===== config.mk =====
export PLATFORM = sky130hd
export DESIGN_NAME = jet_ctrl
export DESIGN_NICKNAME = d
export VERILOG_FILES = /design/src/rtl/core/jet_pkg.sv /design/src/rtl/core/jet_ctrl.sv
export SDC_FILE = /design/constraint.sdc
export NUM_CORES = 1
export LEC_CHECK = 0
export ABC_AREA = 1
export BUFFER_PORTS_ARGS = -buffer_cell sky130_fd_sc_hd__buf_4
export CORE_AREA = 3 3 40 42
export CTS_CLUSTER_DIAMETER = 120
export CTS_CLUSTER_SIZE = 14
export DETAILED_ROUTE_END_ITERATION = 8
export DIE_AREA = 0 0 43 45
export PLACE_DENSITY = 0.3
export SLEW_MARGIN = 15
export SYNTH_ARGS = -nofsm -noshare
export SYNTH_HDL_FRONTEND = slang
export SYNTH_SLANG_ARGS = --single-unit

===== constraint.sdc =====
create_clock -name clk -period 1.4 [get_ports clk]
set_input_delay 0.28 -clock clk [delete_from_list [all_inputs] [get_ports clk]]
set_output_delay 0.28 -clock clk [all_outputs]
set_load 0.02 [all_outputs]

===== src/rtl/core/jet_pkg.sv =====
// Shared types, constants and helpers of the Julia set escape-time unit.
// No dependencies; every other file of the unit imports this package.
package jet_pkg;

  localparam int COORD_W    = 32;
  localparam int STEP_W     = 31;
  localparam int ITER_W     = 10;
  localparam int CFG_IDX_W  = 3;
  localparam int CFG_DATA_W = 32;
  localparam int MIN_ITER   = 10;

  localparam logic [CFG_IDX_W-1:0] REG_C_REAL   = 3'd0;
  localparam logic [CFG_IDX_W-1:0] REG_C_IMAG   = 3'd1;
  localparam logic [CFG_IDX_W-1:0] REG_X_MIN    = 3'd2;
  localparam logic [CFG_IDX_W-1:0] REG_Y_MAX    = 3'd3;
  localparam logic [CFG_IDX_W-1:0] REG_STEP_X   = 3'd4;
  localparam logic [CFG_IDX_W-1:0] REG_STEP_Y   = 3'd5;
  localparam logic [CFG_IDX_W-1:0] REG_MAX_ITER = 3'd6;

  localparam logic signed [COORD_W-1:0] RST_C_REAL   = -32'sd201863463;
  localparam logic signed [COORD_W-1:0] RST_C_IMAG   = 32'sd31406948;
  localparam logic signed [COORD_W-1:0] RST_X_MIN    = -32'sd536870912;
  localparam logic signed [COORD_W-1:0] RST_Y_MAX    = 32'sd536870912;
  localparam logic [STEP_W-1:0]         RST_STEP_X   = 31'd3579139;
  localparam logic [STEP_W-1:0]         RST_STEP_Y   = 31'd3579139;
  localparam logic [ITER_W-1:0]         RST_MAX_ITER = 10'd1000;

  typedef struct packed {
    logic signed [COORD_W-1:0] c_real;
    logic signed [COORD_W-1:0] c_imag;
    logic signed [COORD_W-1:0] x_min;
    logic signed [COORD_W-1:0] y_max;
    logic [STEP_W-1:0]         step_x;
    logic [STEP_W-1:0]         step_y;
    logic [ITER_W-1:0]         max_iter;
  } jet_cfg_t;

  typedef struct packed {
    logic load;
    logic init;
    logic square;
    logic update;
    logic fin_esc;
    logic fin_lim;
  } jet_cmd_t;

  typedef struct packed {
    logic escape;
    logic at_limit;
  } jet_sts_t;

  function automatic logic signed [COORD_W-1:0] sat32(input logic signed [63:0] v);
    logic signed [63:0] hi;
    logic signed [63:0] lo;
    hi = 64'sh0000_0000_7FFF_FFFF;
    lo = -64'sh0000_0000_8000_0000;
    if (v > hi) begin
      sat32 = hi[COORD_W-1:0];
    end else if (v < lo) begin
      sat32 = lo[COORD_W-1:0];
    end else begin
      sat32 = v[COORD_W-1:0];
    end
  endfunction

endpackage


===== src/rtl/core/jet_ctrl.sv =====
// Sequencer of the Julia set escape-time unit: steps the datapath per pixel.
// Depends on jet_pkg for jet_cmd_t and jet_sts_t.
module jet_ctrl import jet_pkg::*; (
  input  logic     clk,
  input  logic     rst_n,
  input  logic     start,
  input  jet_sts_t sts,
  output jet_cmd_t cmd,
  output logic     busy,
  output logic     out_valid
);

  localparam logic [1:0] ST_IDLE = 2'd0;
  localparam logic [1:0] ST_INIT = 2'd1;
  localparam logic [1:0] ST_SQ   = 2'd2;
  localparam logic [1:0] ST_UPD  = 2'd3;

  logic [1:0] state_r, state_nxt;
  logic       out_valid_r, out_valid_nxt;

  always_comb begin
    state_nxt     = state_r;
    out_valid_nxt = 1'b0;
    cmd           = '0;
    unique case (state_r)
      ST_IDLE: begin
        if (start) begin
          cmd.load  = 1'b1;
          state_nxt = ST_INIT;
        end
      end
      ST_INIT: begin
        cmd.init  = 1'b1;
        state_nxt = ST_SQ;
      end
      ST_SQ: begin
        cmd.square = 1'b1;
        state_nxt  = ST_UPD;
      end
      ST_UPD: begin
        if (sts.escape) begin
          cmd.fin_esc   = 1'b1;
          out_valid_nxt = 1'b1;
          state_nxt     = ST_IDLE;
        end else if (sts.at_limit) begin
          cmd.fin_lim   = 1'b1;
          out_valid_nxt = 1'b1;
          state_nxt     = ST_IDLE;
        end else begin
          cmd.update = 1'b1;
          state_nxt  = ST_SQ;
        end
      end
      default: state_nxt = ST_IDLE;
    endcase
  end

  always_ff @(posedge clk) begin
    if (!rst_n) begin
      state_r     <= ST_IDLE;
      out_valid_r <= 1'b0;
    end else begin
      state_r     <= state_nxt;
      out_valid_r <= out_valid_nxt;
    end
  end

  assign busy      = (state_r != ST_IDLE);
  assign out_valid = out_valid_r;

endmodule

After elaboration in Yosys (flattened, before gate mapping)
Cells that the tools add are included.
{ "op_classes": {"mux": 15, "n_reduce_logical": 3, "eq_ne": 4} }
{ "ops": {"columns": ["cell", "n"], "rows": [
  ["1-bit two-way mux", 10],
  ["2-bit one-hot mux with 4 select lines", 1],
  ["2-bit two-way mux", 3],
  ["2-bit equality test (second input constant)", 2],
  ["3-bit two-way mux", 1],
  ["2-bit by 1-bit equality test with 1-bit output (second input constant)", 1],
  ["2-bit logical NOT", 1],
  ["2-bit inequality test (second input constant)", 1],
  ["2-bit AND reduction", 1],
  ["2-bit nonzero test", 1]
]} }
{ "totals": {"register_bits": 3, "output_inout_bits": 8, "in_bits": 5} }

Logic depth before layout (Yosys ltp)
{ "logic_depth": {"depth_word": 3, "mapped_depth": 3, "ltp_nobuf": 3} }

Worst setup path before layout
No wires, ideal clock.
{ "synth_path": {"path_type": "register to output", "from": "register state_r[0]", "to": "output port cmd[5] in the netlist's numbering", "stages_incl_launch_ff": 4, "required_time_ns": 1.120, "path_buffers": 0, "t_arrival_ns": 0.891, "slack_ns": 0.229, "cell_sequence": "dfxtp_1 -> inv_1 -> nand2_1 -> nor2_1"} }
{ "synth_rtl": {"columns": ["item", "line", "rtl"], "rows": [
  ["start, declared", "jet_ctrl.sv:18", "logic [1:0] state_r, state_nxt;"],
  ["start signal, assigned", "jet_ctrl.sv:63", "state_r <= state_nxt;"],
  ["end, declared", "jet_ctrl.sv:8", "output jet_cmd_t cmd,"]
]} }

==> flow_summary.yaml <==
run_status:
  status: "finished clean"
timing:
  tns_ns: 0
  hold_viol: 0
  period_minus_slack_ns: 1.31
  max_freq_mhz: 766
  grt_setup_unrepaired: "no"
  tightest_slew_ns: 0.181
  clock_skew_ns: 0.00247
  slew_headroom_pct: 87.9
  maxSlewViolCount: 0
  timing.hold.ws_ns: 0.299
  setup_viol: 0
  fin_crit_sh_pct: 93.2
die:
  fp.dieW_microns: 43
  core.rowCount: 13
  die_area_sq_um: 1940
  ios: 13
  core_sq_um: 1280
  initial_core_util_pct: 11.8
  die_h_microns: 45
global_route:
  grt_overflow: 0
  grt_pass1_vias: 184
  grt_pass1_wl_microns: 786
  grt_max_degree: 6
  antenna_found_initial: 0
  grt_usage_pct: 6.16
cts:
  cts_sinks: 3
  hold_buffers: 0
  cts_made_buffers: 3
  post-cts-setup-buffer-count: 0
  htree_num_levels: 1
  clock_path_buffers: 2
  clk_latency_ns: 0.23
  cts_resized: 0
  clkTransAtPathRegs_ns: 0.04
  cts_root_buffer: "clkbuf_4"
  cts_tree: "done"
synthesis:
  seq_area_frac_synth_pct: 39.7
  syn_inst: 24
  synth_warnings: 0
  postSynthAreaPerCell_sq_um: 6.31
  syn_area_sq_um: 151
  ys_seq_elements: 3
  synth_nets: 29
  synthDistinctLibCells: 9
cells_and_area:
  fill_cells: 151
  final_common_cell: "buf_4"
  final_nets: 46
  drive_above_1_share_pct: 42.5
  final_cell_mix: "12 x buf_4, 9 x nor2_1, 4 x inv_1"
  stdcell_count: 55
  areaGrowthSynthToFinish_pct: 89.3
  antennaDiodeCount: 0
route:
  drc: 0
  vias: 196
  routedWlPerCell_microns: 8.18
  ant_nets: 0
  wl_microns: 450
  dr.pass1.iters: 3
  dr.first_iter.drc_count: 5
  viasPerCell: 3.56
worst_setup_path:
  crit_required_ns: 1.12
  endpoint_kind: "output pin"
  setup.worst_path.class: "register to output pin"
  crit_path_start_kind: "register"
  crit_path_end: "cmd[2]"
  r2r_slack_ns: 0.63
  r2r-end: "state_r[1]"
  cp-startpoint: "state_r[1]"
  crit_arrival_ns: 1.03
  crit-reg2reg-launch: "state_r[1]"
  reg2regPathDepth: 3
  cp_max_fo: 5
pwr:
  p_leak_nw: 0.153
  power_density_nw_per_um2: 1120
  ir_drop_uv: 300
placed_design:
  dp.cells: 51
  numPortBuffers: 12
  place_congestion: 0.641
  post-dp-hpwl_microns: 373
min_path:
  hold_path_class: "input pin to register"
run:
  maxCapViolCount: 0
-- state kept, by name (all words and copies together), names as in the netlist --
signal / flops
out_valid: 1
state_r: 2
-- kinds of logic (layout without fill, tap and decap cells) --
| group | after synthesis | in the layout | share of synthesized area, % |
|---|---|---|---|
| compound gates | 2 | 2 | 6.61 |
| simple gates | 15 | 15 | 43.8 |
| flops | 3 | 3 | 39.7 |
| buf+inv | 4 | 20 | 9.91 |
-- layout make-up --
type | instances | area, sq um | share of cell area, %
tap | 15 | 18.8 | 6.55
multi-input combinational | 17 | 76.3 | 26.6
inverter | 4 | 15.0 | 5.24
clock buffer | 4 | 26.3 | 9.17
timing repair buffer | 12 | 90.1 | 31.4
sequential | 3 | 60.1 | 21.0
-- metal layers --
layer  vias to the layer above  global-route usage [%]  share of wire [%]  wire length (microns)
li1                        104                       -                  -                      -
met1                        90                    5.53                 34                    152
met2                         2                    8.98                 62                    277
met3                         0                    3.59                4.4                     20
met4                         0                    7.23                  0                      0
met5                         -                       0                  0                      0
-- worst min path at each step --
stage	start	endpoint	slack [ns]	depth (start not counted)
after global routing	rst_n	state_r[0]	0.29	3
after detailed placement	state_r[1]	out_valid	0.50	2
after global placement	state_r[1]	out_valid	0.51	2
after floorplan	rst_n	state_r[0]	0.40	2
final	rst_n	state_r[0]	0.30	3
after CTS	rst_n	state_r[0]	0.29	3
-- critical path: stages, from the launching register on --
cell and delay (ns):
dfxtp_1 0.40, nand2_2 0.11, nor3_2 0.12, buf_4 0.16
-- cells in the mapped netlist --
cell type  n  area share (%)
nor2_1     9              22
inv_1      4             9.9
dfxtp_1    3              40
nand2_1    3             7.4
a21oi_1    1             3.3
nand2_2    1             4.1
nand3_1    1             3.3
nor3_2     1             6.6
o21ai_0    1             3.3
-- through the flow --
| stage | worst slack (ns) | area (sq um) | power (mW) | util, % |
|---|---|---|---|---|
| 5_1_grt | 0.00796 | 287 | 0.350 | 22.3 |
| 2_1_floorplan | 0.229 | 151 | 0.134 | - |
| 4_1_cts | 0.0818 | 287 | 0.333 | 22.3 |
| 6_report | 0.0947 | 287 | 0.321 | 22.3 |
| 3_3_place_gp | 0.349 | 260 | 0.170 | 20.3 |
| 3_5_place_dp | 0.350 | 260 | 0.170 | 20.3 |
-- power by group --
group	switching, mW	internal (mW)
registers	0.00678	0.0914
clock network	0.0460	0.107
logic	0.0394	0.0303
total	0.0922	0.229
Note: power is estimated with default switching activity, not from simulation.
