[src/rtl/core/jet_pkg.sv]
// Shared types, constants and helpers of the Julia set escape-time unit.
// No dependencies; every other file of the unit imports this package.
package jet_pkg;

  localparam int COORD_W    = 32;
  localparam int STEP_W     = 31;
  localparam int ITER_W     = 10;
  localparam int CFG_IDX_W  = 3;
  localparam int CFG_DATA_W = 32;
  localparam int MIN_ITER   = 10;

  localparam logic [CFG_IDX_W-1:0] REG_C_REAL   = 3'd0;
  localparam logic [CFG_IDX_W-1:0] REG_C_IMAG   = 3'd1;
  localparam logic [CFG_IDX_W-1:0] REG_X_MIN    = 3'd2;
  localparam logic [CFG_IDX_W-1:0] REG_Y_MAX    = 3'd3;
  localparam logic [CFG_IDX_W-1:0] REG_STEP_X   = 3'd4;
  localparam logic [CFG_IDX_W-1:0] REG_STEP_Y   = 3'd5;
  localparam logic [CFG_IDX_W-1:0] REG_MAX_ITER = 3'd6;

  localparam logic signed [COORD_W-1:0] RST_C_REAL   = -32'sd201863463;
  localparam logic signed [COORD_W-1:0] RST_C_IMAG   = 32'sd31406948;
  localparam logic signed [COORD_W-1:0] RST_X_MIN    = -32'sd536870912;
  localparam logic signed [COORD_W-1:0] RST_Y_MAX    = 32'sd536870912;
  localparam logic [STEP_W-1:0]         RST_STEP_X   = 31'd3579139;
  localparam logic [STEP_W-1:0]         RST_STEP_Y   = 31'd3579139;
  localparam logic [ITER_W-1:0]         RST_MAX_ITER = 10'd1000;

  typedef struct packed {
    logic signed [COORD_W-1:0] c_real;
    logic signed [COORD_W-1:0] c_imag;
    logic signed [COORD_W-1:0] x_min;
    logic signed [COORD_W-1:0] y_max;
    logic [STEP_W-1:0]         step_x;
    logic [STEP_W-1:0]         step_y;
    logic [ITER_W-1:0]         max_iter;
  } jet_cfg_t;

  typedef struct packed {
    logic load;
    logic init;
    logic square;
    logic update;
    logic fin_esc;
    logic fin_lim;
  } jet_cmd_t;

  typedef struct packed {
    logic escape;
    logic at_limit;
  } jet_sts_t;

  function automatic logic signed [COORD_W-1:0] sat32(input logic signed [63:0] v);
    logic signed [63:0] hi;
    logic signed [63:0] lo;
    hi = 64'sh0000_0000_7FFF_FFFF;
    lo = -64'sh0000_0000_8000_0000;
    if (v > hi) begin
      sat32 = hi[COORD_W-1:0];
    end else if (v < lo) begin
      sat32 = lo[COORD_W-1:0];
    end else begin
      sat32 = v[COORD_W-1:0];
    end
  endfunction

endpackage

[src/rtl/core/jet_cfg.sv]
// Configuration register file of the Julia set escape-time unit.
// Depends on jet_pkg for the register indexes, reset values and jet_cfg_t.
module jet_cfg import jet_pkg::*; (
  input  logic                  clk,
  input  logic                  rst_n,
  input  logic                  we,
  input  logic [CFG_IDX_W-1:0]  idx,
  input  logic [CFG_DATA_W-1:0] wdata,
  output jet_cfg_t              cfg
);

  jet_cfg_t cfg_r;
  jet_cfg_t cfg_nxt;

  always_comb begin
    cfg_nxt = cfg_r;
    if (we) begin
      unique case (idx)
        REG_C_REAL:   cfg_nxt.c_real   = wdata;
        REG_C_IMAG:   cfg_nxt.c_imag   = wdata;
        REG_X_MIN:    cfg_nxt.x_min    = wdata;
        REG_Y_MAX:    cfg_nxt.y_max    = wdata;
        REG_STEP_X:   cfg_nxt.step_x   = wdata[STEP_W-1:0];
        REG_STEP_Y:   cfg_nxt.step_y   = wdata[STEP_W-1:0];
        REG_MAX_ITER: cfg_nxt.max_iter = wdata[ITER_W-1:0];
        default:      cfg_nxt = cfg_r;
      endcase
    end
  end

  always_ff @(posedge clk) begin
    if (!rst_n) begin
      cfg_r.c_real   <= RST_C_REAL;
      cfg_r.c_imag   <= RST_C_IMAG;
      cfg_r.x_min    <= RST_X_MIN;
      cfg_r.y_max    <= RST_Y_MAX;
      cfg_r.step_x   <= RST_STEP_X;
      cfg_r.step_y   <= RST_STEP_Y;
      cfg_r.max_iter <= RST_MAX_ITER;
    end else begin
      cfg_r <= cfg_nxt;
    end
  end

  assign cfg = cfg_r;

endmodule

[config.mk]
export PLATFORM = sky130hd
export DESIGN_NAME = jet_cfg
export DESIGN_NICKNAME = d
export VERILOG_FILES = /design/src/rtl/core/jet_pkg.sv /design/src/rtl/core/jet_cfg.sv
export SDC_FILE = /design/constraint.sdc
export NUM_CORES = 1
export LEC_CHECK = 0
export ABC_CLOCK_PERIOD_IN_PS = 1500
export BUFFER_PORTS_ARGS = -buffer_cell sky130_fd_sc_hd__buf_4
export CAP_MARGIN = 20
export CORE_ASPECT_RATIO = 0.7
export CORE_MARGIN = 2
export CORE_UTILIZATION = 45
export DETAILED_ROUTE_END_ITERATION = 12
export GPL_TIMING_DRIVEN = 0
export PLACE_DENSITY = 0.72
export SETUP_SLACK_MARGIN = 0.4
export SLEW_MARGIN = 30
export SYNTH_ARGS = -nofsm -noshare
export SYNTH_HDL_FRONTEND = slang
export SYNTH_SLANG_ARGS = --single-unit
export TNS_END_PERCENT = 100
[constraint.sdc]
create_clock -name clk -period 1.5 [get_ports clk]
set_input_delay 0.15 -clock clk [delete_from_list [all_inputs] [get_ports clk]]
set_output_delay 0.15 -clock clk [all_outputs]
set_load 0.01 [all_outputs]
Word level (Yosys, flattened, before mapping)
Cells that the tools add are included.
Storage, ports and cells
  register bits after elaboration: 200
  input bits: 38
  word-level logic and storage cells: 21
Operators by class
  eq/ne operators: 6
  reductions and logical operators: 8
Operators with widths (count)
  $reduce_and 2->1: 7
  $eq 3x3->1 const B: 3
  $eq 3x2->1 const B: 2
  $eq 3x1->1 const B: 1
  $logic_not 3->1: 1

Longest topological paths before layout
Gate-level depths: netlist of run 1.
  word-level depth: 2
  gate-level depth with buffers: 5
  gate-level depth less buffers: 2

Least setup slack after synthesis of run 1
Ideal clock, no wire load.
  kind: input port to flip-flop
  start point: input port idx[1]
  end point: register cfg_r, in the netlist cfg[188]
  library setup time: 127 ps
  data arrival time: 1177 ps
  required time: 1373 ps
  path slack: 197 ps
  stages: 5
  buffers on the path: 3
  path through: buf_2 or4b_4 buf_6 buf_6 mux2i_1
Between the ends
  longest elaborated chain between the ends: 2
RTL lines
  start, declared: line jet_cfg.sv:7  | input logic [CFG_IDX_W-1:0] idx,
  $logic_not 3->1: line jet_cfg.sv:18  | unique case (idx)
  $reduce_and 2->1 (no source line)
  end signal, assigned: line jet_cfg.sv:41  | cfg_r <= cfg_nxt;
  end, declared: line jet_cfg.sv:12  | jet_cfg_t cfg_r;
Every way passes these cells.
A chain may end at the register's enable or synchronous reset.

Worst setup path after layout of run 1
  start point: register cfg_r, in the netlist cfg[178]
  end point: output port cfg[178] (netlist name)
RTL lines
  end, declared: line jet_cfg.sv:9  | output jet_cfg_t cfg
No word-level cell between the ends.

==> results of run 1 <==
## per-stage QoR
| step | instances | util, % | area [um2] | hold slack (ns) | setup WS (ns) |
|---|---|---|---|---|---|
| after floorplan | 727 | - | 7690 | 0.312 | 0.216 |
| after global placement | 1184 | 59.1 | 9710 | 0.418 | -0.384 |
| after detailed placement | 1184 | 59.1 | 9710 | 0.427 | -0.489 |
| after CTS | 1234 | 63.7 | 10500 | 0.0000205 | 0.400 |
| after global routing | 1234 | 64.3 | 10600 | 0.00948 | 0.394 |
| final | 1234 | 64.3 | 10600 | 0.0174 | 0.427 |
## final cells by class
type                            instances  area [um2]
Clock buffer                           18         429
Clock inverter                         14         135
Timing Repair Buffer                  250        1930
Buffer                                 55         359
Tap cell                              225         282
Fill cell                            1347        5880
Multi-Input combinational cell        472        3340
Sequential cell                       200        4090
## layout by cell type (no fill, tap or decap)
cell type        n
buf_2           12
mux2i_1        200
nor4bb_1         3
dfxtp_1        130
inv_6            3
clkbuf_2        12
dlygate4sd3_1   18
nand4bb_1        2
nand4b_1         3
buf_8            4
or4b_4           1
dfxtp_2         69
buf_1            2
buf_4          235
dfxtp_4          1
clkbuf_8         1
nor4b_1          1
clkbuf_16       17
clkbuf_4         1
clkbuf_1        13
clkinvlp_4       2
nand2_1        161
nor2b_1        101
buf_6            8
inv_8            3
clkinv_4         5
clkinv_8         1
## power groups by stage
stage          sequential, W  combinational [W]  clock (W)
6_report             0.00550           0.000992    0.00447
5_1_grt              0.00551            0.00105    0.00471
4_1_cts              0.00550           0.000987    0.00449
3_5_place_dp         0.00562           0.000943          0
3_3_place_gp         0.00562           0.000939          0
2_1_floorplan        0.00566           0.000430          0
## timing repair
| action | 4_1_cts | 5_1_grt |
|---|---|---|
| hold endpoints to repair | 21 | 0 |
| resized for setup | 16 | 73 |
| setup endpoints to repair | 92 | 95 |
| hold buffers | 18 | 0 |
## layer usage
metal	up-vias	global-route usage (%)	share of wire, %
met3	17	7.99	7.5
met1	2939	37.5	48
met2	213	41.1	43
li1	2937	-	-
met4	0	6.73	1.1
met5	-	0	0
## logic make-up (layout without fill, tap and decap cells)
| logic type | Yosys count | count (layout) | synth area share (%) |
|---|---|---|---|
| flip-flops | 200 | 200 | 52.6 |
| AND/OR/NAND/NOR | 272 | 272 | 17.6 |
| buffers and inverters | 55 | 337 | 3.60 |
| multiplexers | 200 | 200 | 26.3 |
## worst max path at each step
stage | cells past startpoint | end | from | slack, ns
3_5_place_dp | 5 | cfg[161]$_SDFFE_PN0P_ | rst_n | -0.49
5_1_grt | 5 | cfg[24]$_SDFFE_PN0P_ | rst_n | 0.39
2_1_floorplan | 5 | cfg[188]$_SDFFE_PN1P_ | idx[1] | 0.22
4_1_cts | 1 | cfg[11] | cfg[11]$_SDFFE_PN1P_ | 0.40
3_3_place_gp | 5 | cfg[146]$_SDFFE_PN0P_ | rst_n | -0.38
6_report | 1 | cfg[178] | cfg[178]$_SDFFE_PN1P_ | 0.43
==> flow_summary.json, run 1 <==
{
  "status": "finished, final reports clean",
  "overflow": 0,
  "power_leakage_nw": 4.97,
  "p_int_w": 0.00808,
  "hold_path.class": "in -> reg",
  "required_ns": 1.35,
  "netSwitchingPower_w": 0.00288,
  "avgSynthCellArea_um2": 10.5,
  "post_cts_buffers": 0,
  "crit_path_end_kind": "primary output",
  "floorplan.initialDensity_pct": 46.3,
  "via_per_inst": 4.95,
  "synth_area_um2": 7620,
  "synth_area_leader_cell": "dfxtp_1",
  "synthFlopType": "dfxtp_1",
  "critPathKind": "reg -> out",
  "postRouteAntennaNets": 0,
  "hold_end": "cfg[92]$_SDFFE_PN0P_",
  "cap_violations": 0,
  "htree_levels": 4,
  "fin_worst_skew_ns": 0,
  "power.share.switching_pct": 26.3,
  "clkLatencyLatePin_ns": 0.44,
  "critPathTopFamily": "flip-flops",
  "period_share_pct": 71.5,
  "clkPwrFrac_pct": 40.8,
  "die_area_um2": 18000,
  "die_h_um": 113,
  "cts_tree": "yes",
  "grt_pass1_wl_um": 36500,
  "cp-start-kind": "register",
  "ys_ff_latch": 200,
  "grt_max_degree": 20,
  "fmax_mhz": 932,
  "whs_path_depth": 3,
  "grt_pass1_vias": 6101,
  "portBuffers": 232,
  "synthesis.instances": 727,
  "crit-reg2reg-launch": "cfg[42]$_SDFFE_PN1P_",
  "r2r_slack_ns": 0.82,
  "core_um2": 16400,
  "yosys.area.top_type_share_pct": 52.6,
  "relSlewSlack_pct": 49.0,
  "wl_um": 24300,
  "cts-buffers-inserted": 17,
  "synth-seq-area-share_pct": 52.6,
  "p_comb_share_pct": 9.1,
  "rr_worst_depth": 2,
  "fin_setup_tns_ns": 0,
  "cp_cell_sequence": "buf_4",
  "finalCriticalPeriod_ns": 1.07,
  "layout-drive-gt1-share_pct": 37.2,
  "vias": 6106,
  "synthToLayoutAreaGrowth_pct": 38.7,
  "ys_types": 14,
  "row_count": 39,
  "synth_area_leaders": "dfxtp_1, mux2i_1, nor2b_1, nand2_1, buf_2",
  "critPathSlowestCell": "dfxtp_1",
  "antenna_found_initial": 0,
  "cp.arrival_ns": 0.92,
  "rsz0062_at_grt": "true",
  "async_flop_share_pct": 0,
  "r2r_end": "cfg[42]$_SDFFE_PN1P_",
  "dp_hpwl_um": 17400,
  "synthTopCellsByCount": "dfxtp_1, mux2i_1, nand2_1",
  "place_congestion": 0.787,
  "hp-start": "wdata[20]",
  "synth-edff-count": 0,
  "drtIter0Drc": 340,
  "p_seq_share_pct": 50.2,
  "worstMarginPinSlew_ns": 0.755,
  "hold_violations": 0,
  "crit_buf_inv": 1,
  "synth_warnings": 0,
  "finalSetupViolCount": 0,
  "ctsLongestPathBuffers": 2,
  "largest_reg_flops": 200,
  "wire_per_inst_um": 19.7,
  "cts_root_buffer": "clkbuf_16",
  "maxSlewViolCount": 0,
  "synth_nets": 765,
  "route.detailed.drc": 0,
  "path_clk_slew_ns": 0.07,
  "cp_max_fo": 2,
  "num_io_pins": 238,
  "critical_path.max_stage_delay_ns": 0.36,
  "diodes": 0,
  "power_density_nw_per_um2": 1040,
  "fin_nets": 1034,
  "die_w_um": 160,
  "grt_util_all_layers_pct": 26.9,
  "drtPass1Iterations": 5,
  "power_w": 0.0110,
  "clock-sinks": 200,
  "peakVddDrop_uv": 620
}
Note: power is estimated with default switching activity, not from simulation.
==> run 2: changes to the inputs <==
Settings changed: ABC_CLOCK_PERIOD_IN_PS 1500 to 1000.
Clock period 1.5 ns to 1 ns, I/O delays scaled along.
==> run 2 against run 1 <==
Net effect: the run now ends with negative hold slack, negative setup slack left; global-route usage up 3.3 points; via count rose by 11%; utilization is 15 points higher; register-to-register slack got worse by 0.66 ns; cell count rose by 6.0%; wire length rose by 18%; sequential share of layout area is 6.2 points lower; hold slack got worse by 0.072 ns; highest routed layer unchanged.
==> flow_summary.json, run 2 (synthesized netlist as in run 1, its figures left out) <==
{
  "status": "finished with violations",
  "failed_checks": "negative hold slack, negative setup slack",
  "power_density_nw_per_um2": 1320,
  "postLayoutCellArea_um2": 13100,
  "dpl_cell_area_um2": 9900,
  "power_w": 0.0172,
  "mostFrequentLayoutCells": "buf_6, dfxtp_2, mux2i_1, nand2_1, nor2b_1",
  "crit_path_end_kind": "primary output",
  "die_area_um2": 18000,
  "layout-drive-gt1-share_pct": 59.8,
  "die_h_um": 113,
  "whs_path_depth": 3,
  "critPathKind": "reg -> out",
  "grt_pass1_wl_um": 40900,
  "clkLatencyLatePin_ns": 0.44,
  "r2r_end": "cfg[199]$_SDFFE_PN1P_",
  "clock-sinks": 200,
  "postRouteAntennaNets": 0,
  "vias": 6756,
  "htree_levels": 4,
  "cp_max_fo": 2,
  "hold_end": "cfg[145]$_SDFFE_PN1P_",
  "row_count": 39,
  "hold_slack_ns": -0.0546,
  "synthToLayoutAreaGrowth_pct": 71.6,
  "post-route-util_pct": 79.5,
  "path_clk_slew_ns": 0.08,
  "dp_hpwl_um": 17300,
  "relSlewSlack_pct": 67.2,
  "cts_tree": "yes",
  "die_w_um": 160,
  "worstMarginPinSlew_ns": 0.492,
  "hold_path.class": "in -> reg",
  "peakVddDrop_uv": 1160,
  "r2r_slack_ns": 0.16,
  "cp-start-kind": "register",
  "grt_max_degree": 19,
  "cts_root_buffer": "clkbuf_16",
  "drtPass1Iterations": 5,
  "rr_worst_depth": 4,
  "crit-reg2reg-launch": "cfg[199]$_SDFFE_PN1P_",
  "fin_nets": 1109,
  "maxSlewViolCount": 0,
  "setup_ws_ns": -0.0231,
  "final_common_cell": "buf_6",
  "required_ns": 0.90,
  "route.detailed.drc": 0,
  "critPathSlowestCell": "dfxtp_2",
  "via_per_inst": 5.17,
  "overflow": 0,
  "num_io_pins": 238,
  "wl_um": 28600,
  "crit_buf_inv": 1,
  "grt_pass1_vias": 6668,
  "place_congestion": 0.818,
  "power_leakage_nw": 6.05,
  "finalCriticalPeriod_ns": 1.02,
  "floorplan.initialDensity_pct": 46.3,
  "portBuffers": 232,
  "hold_violations": 102,
  "drtIter0Drc": 526,
  "diodes": 0,
  "ctsLongestPathBuffers": 2,
  "fin_worst_skew_ns": 0,
  "cp.arrival_ns": 0.92,
  "largest_reg_flops": 200,
  "critPathTopFamily": "flip-flops",
  "cp_cell_sequence": "buf_6",
  "wire_per_inst_um": 21.9,
  "startpoint": "cfg[157]$_SDFFE_PN0P_",
  "finalSetupViolCount": 17,
  "fillCellCount": 1019,
  "rsz0062_at_grt": "true",
  "fmax_mhz": 977,
  "cap_violations": 0,
  "antenna_found_initial": 0,
  "core_um2": 16400,
  "grt_util_all_layers_pct": 30.2,
  "hp-start": "wdata[9]",
  "period_share_pct": 102,
  "cts-buffers-inserted": 17,
  "critical_path.max_stage_delay_ns": 0.37
}
## run 2: changes by cell type in the layout (fill, tap and decap cells not counted), moves of 11 or more
cell and change:
buf_4 -178, dfxtp_2 +130, nand2_2 +13, nor2b_1 -11
dfxtp_1 -130, nand2_1 -17, clkbuf_1 -12, buf_16 +12
dlygate4sd3_1 -18, buf_6 +243, buf_12 +19
## run 2: metal layers
metal  vias up  routed length [um]  track usage (%)  part of all wire, %
met4         0                 398             6.79                  1.4
met5         -                   0                0                    0
met3        31                2130             7.55                  7.5
met2       289               13200             49.1                   46
met1      3347               12900             41.0                   45
li1       3089                   -                -                    -
## run 2: final cells by class
class / instances / area [um2] / share of cell area, %
Sequential cell: 200 / 4260 / 32.6
Multi-Input combinational cell: 472 / 3540 / 27.1
Clock buffer: 17 / 425 / 3.26
Timing Repair Buffer: 325 / 3750 / 28.7
Buffer: 55 / 669 / 5.12
Tap cell: 225 / 282 / 2.15
Clock inverter: 14 / 141 / 1.08
## run 2: worst min-delay path, cell delays in order
cell     delay (ns)
buf_4          0.09
nor2b_2        0.05
mux2i_1        0.10
## run 2: where the power goes
group	leakage, nW	switching, W	total [W]	internal, W
sequential	1.65	0.000142	0.00831	0.00817
combinational	4.13	0.000961	0.00205	0.00109
clock	0.276	0.00334	0.00684	0.00350
total	6.05	0.00444	0.0172	0.0128
## run 2: worst max path at each step
stage | end | slack, ns | cells past startpoint
detailed placement | cfg[157]$_SDFFE_PN0P_ | -0.50 | 5
global placement | cfg[140]$_SDFFE_PN0P_ | -0.46 | 5
CTS | cfg[40] | -0.02 | 1
finish | cfg[157] | -0.02 | 1
floorplan | cfg[188]$_SDFFE_PN1P_ | -0.23 | 5
global route | cfg[157] | -0.04 | 1
## run 2: what timing repair did
action,in CTS,in global routing
cloned,15,4
hold endpoints to repair,121,68
setup buffers,49,25
setup endpoints to repair,389,399
pin swaps,2,4
gates resized for setup,498,59
## run 2: stage by stage
stage	worst slack [ns]	hold WS [ns]	cells	TNS [ns]
finish	-0.0231	-0.0546	1308	-0.110
floorplan	-0.234	0.249	727	-8.68
global placement	-0.458	0.373	1184	-44.74
detailed placement	-0.498	0.386	1184	-47.62
CTS	-0.0190	-0.0661	1279	-0.0986
global route	-0.0402	-0.0521	1308	-1.07
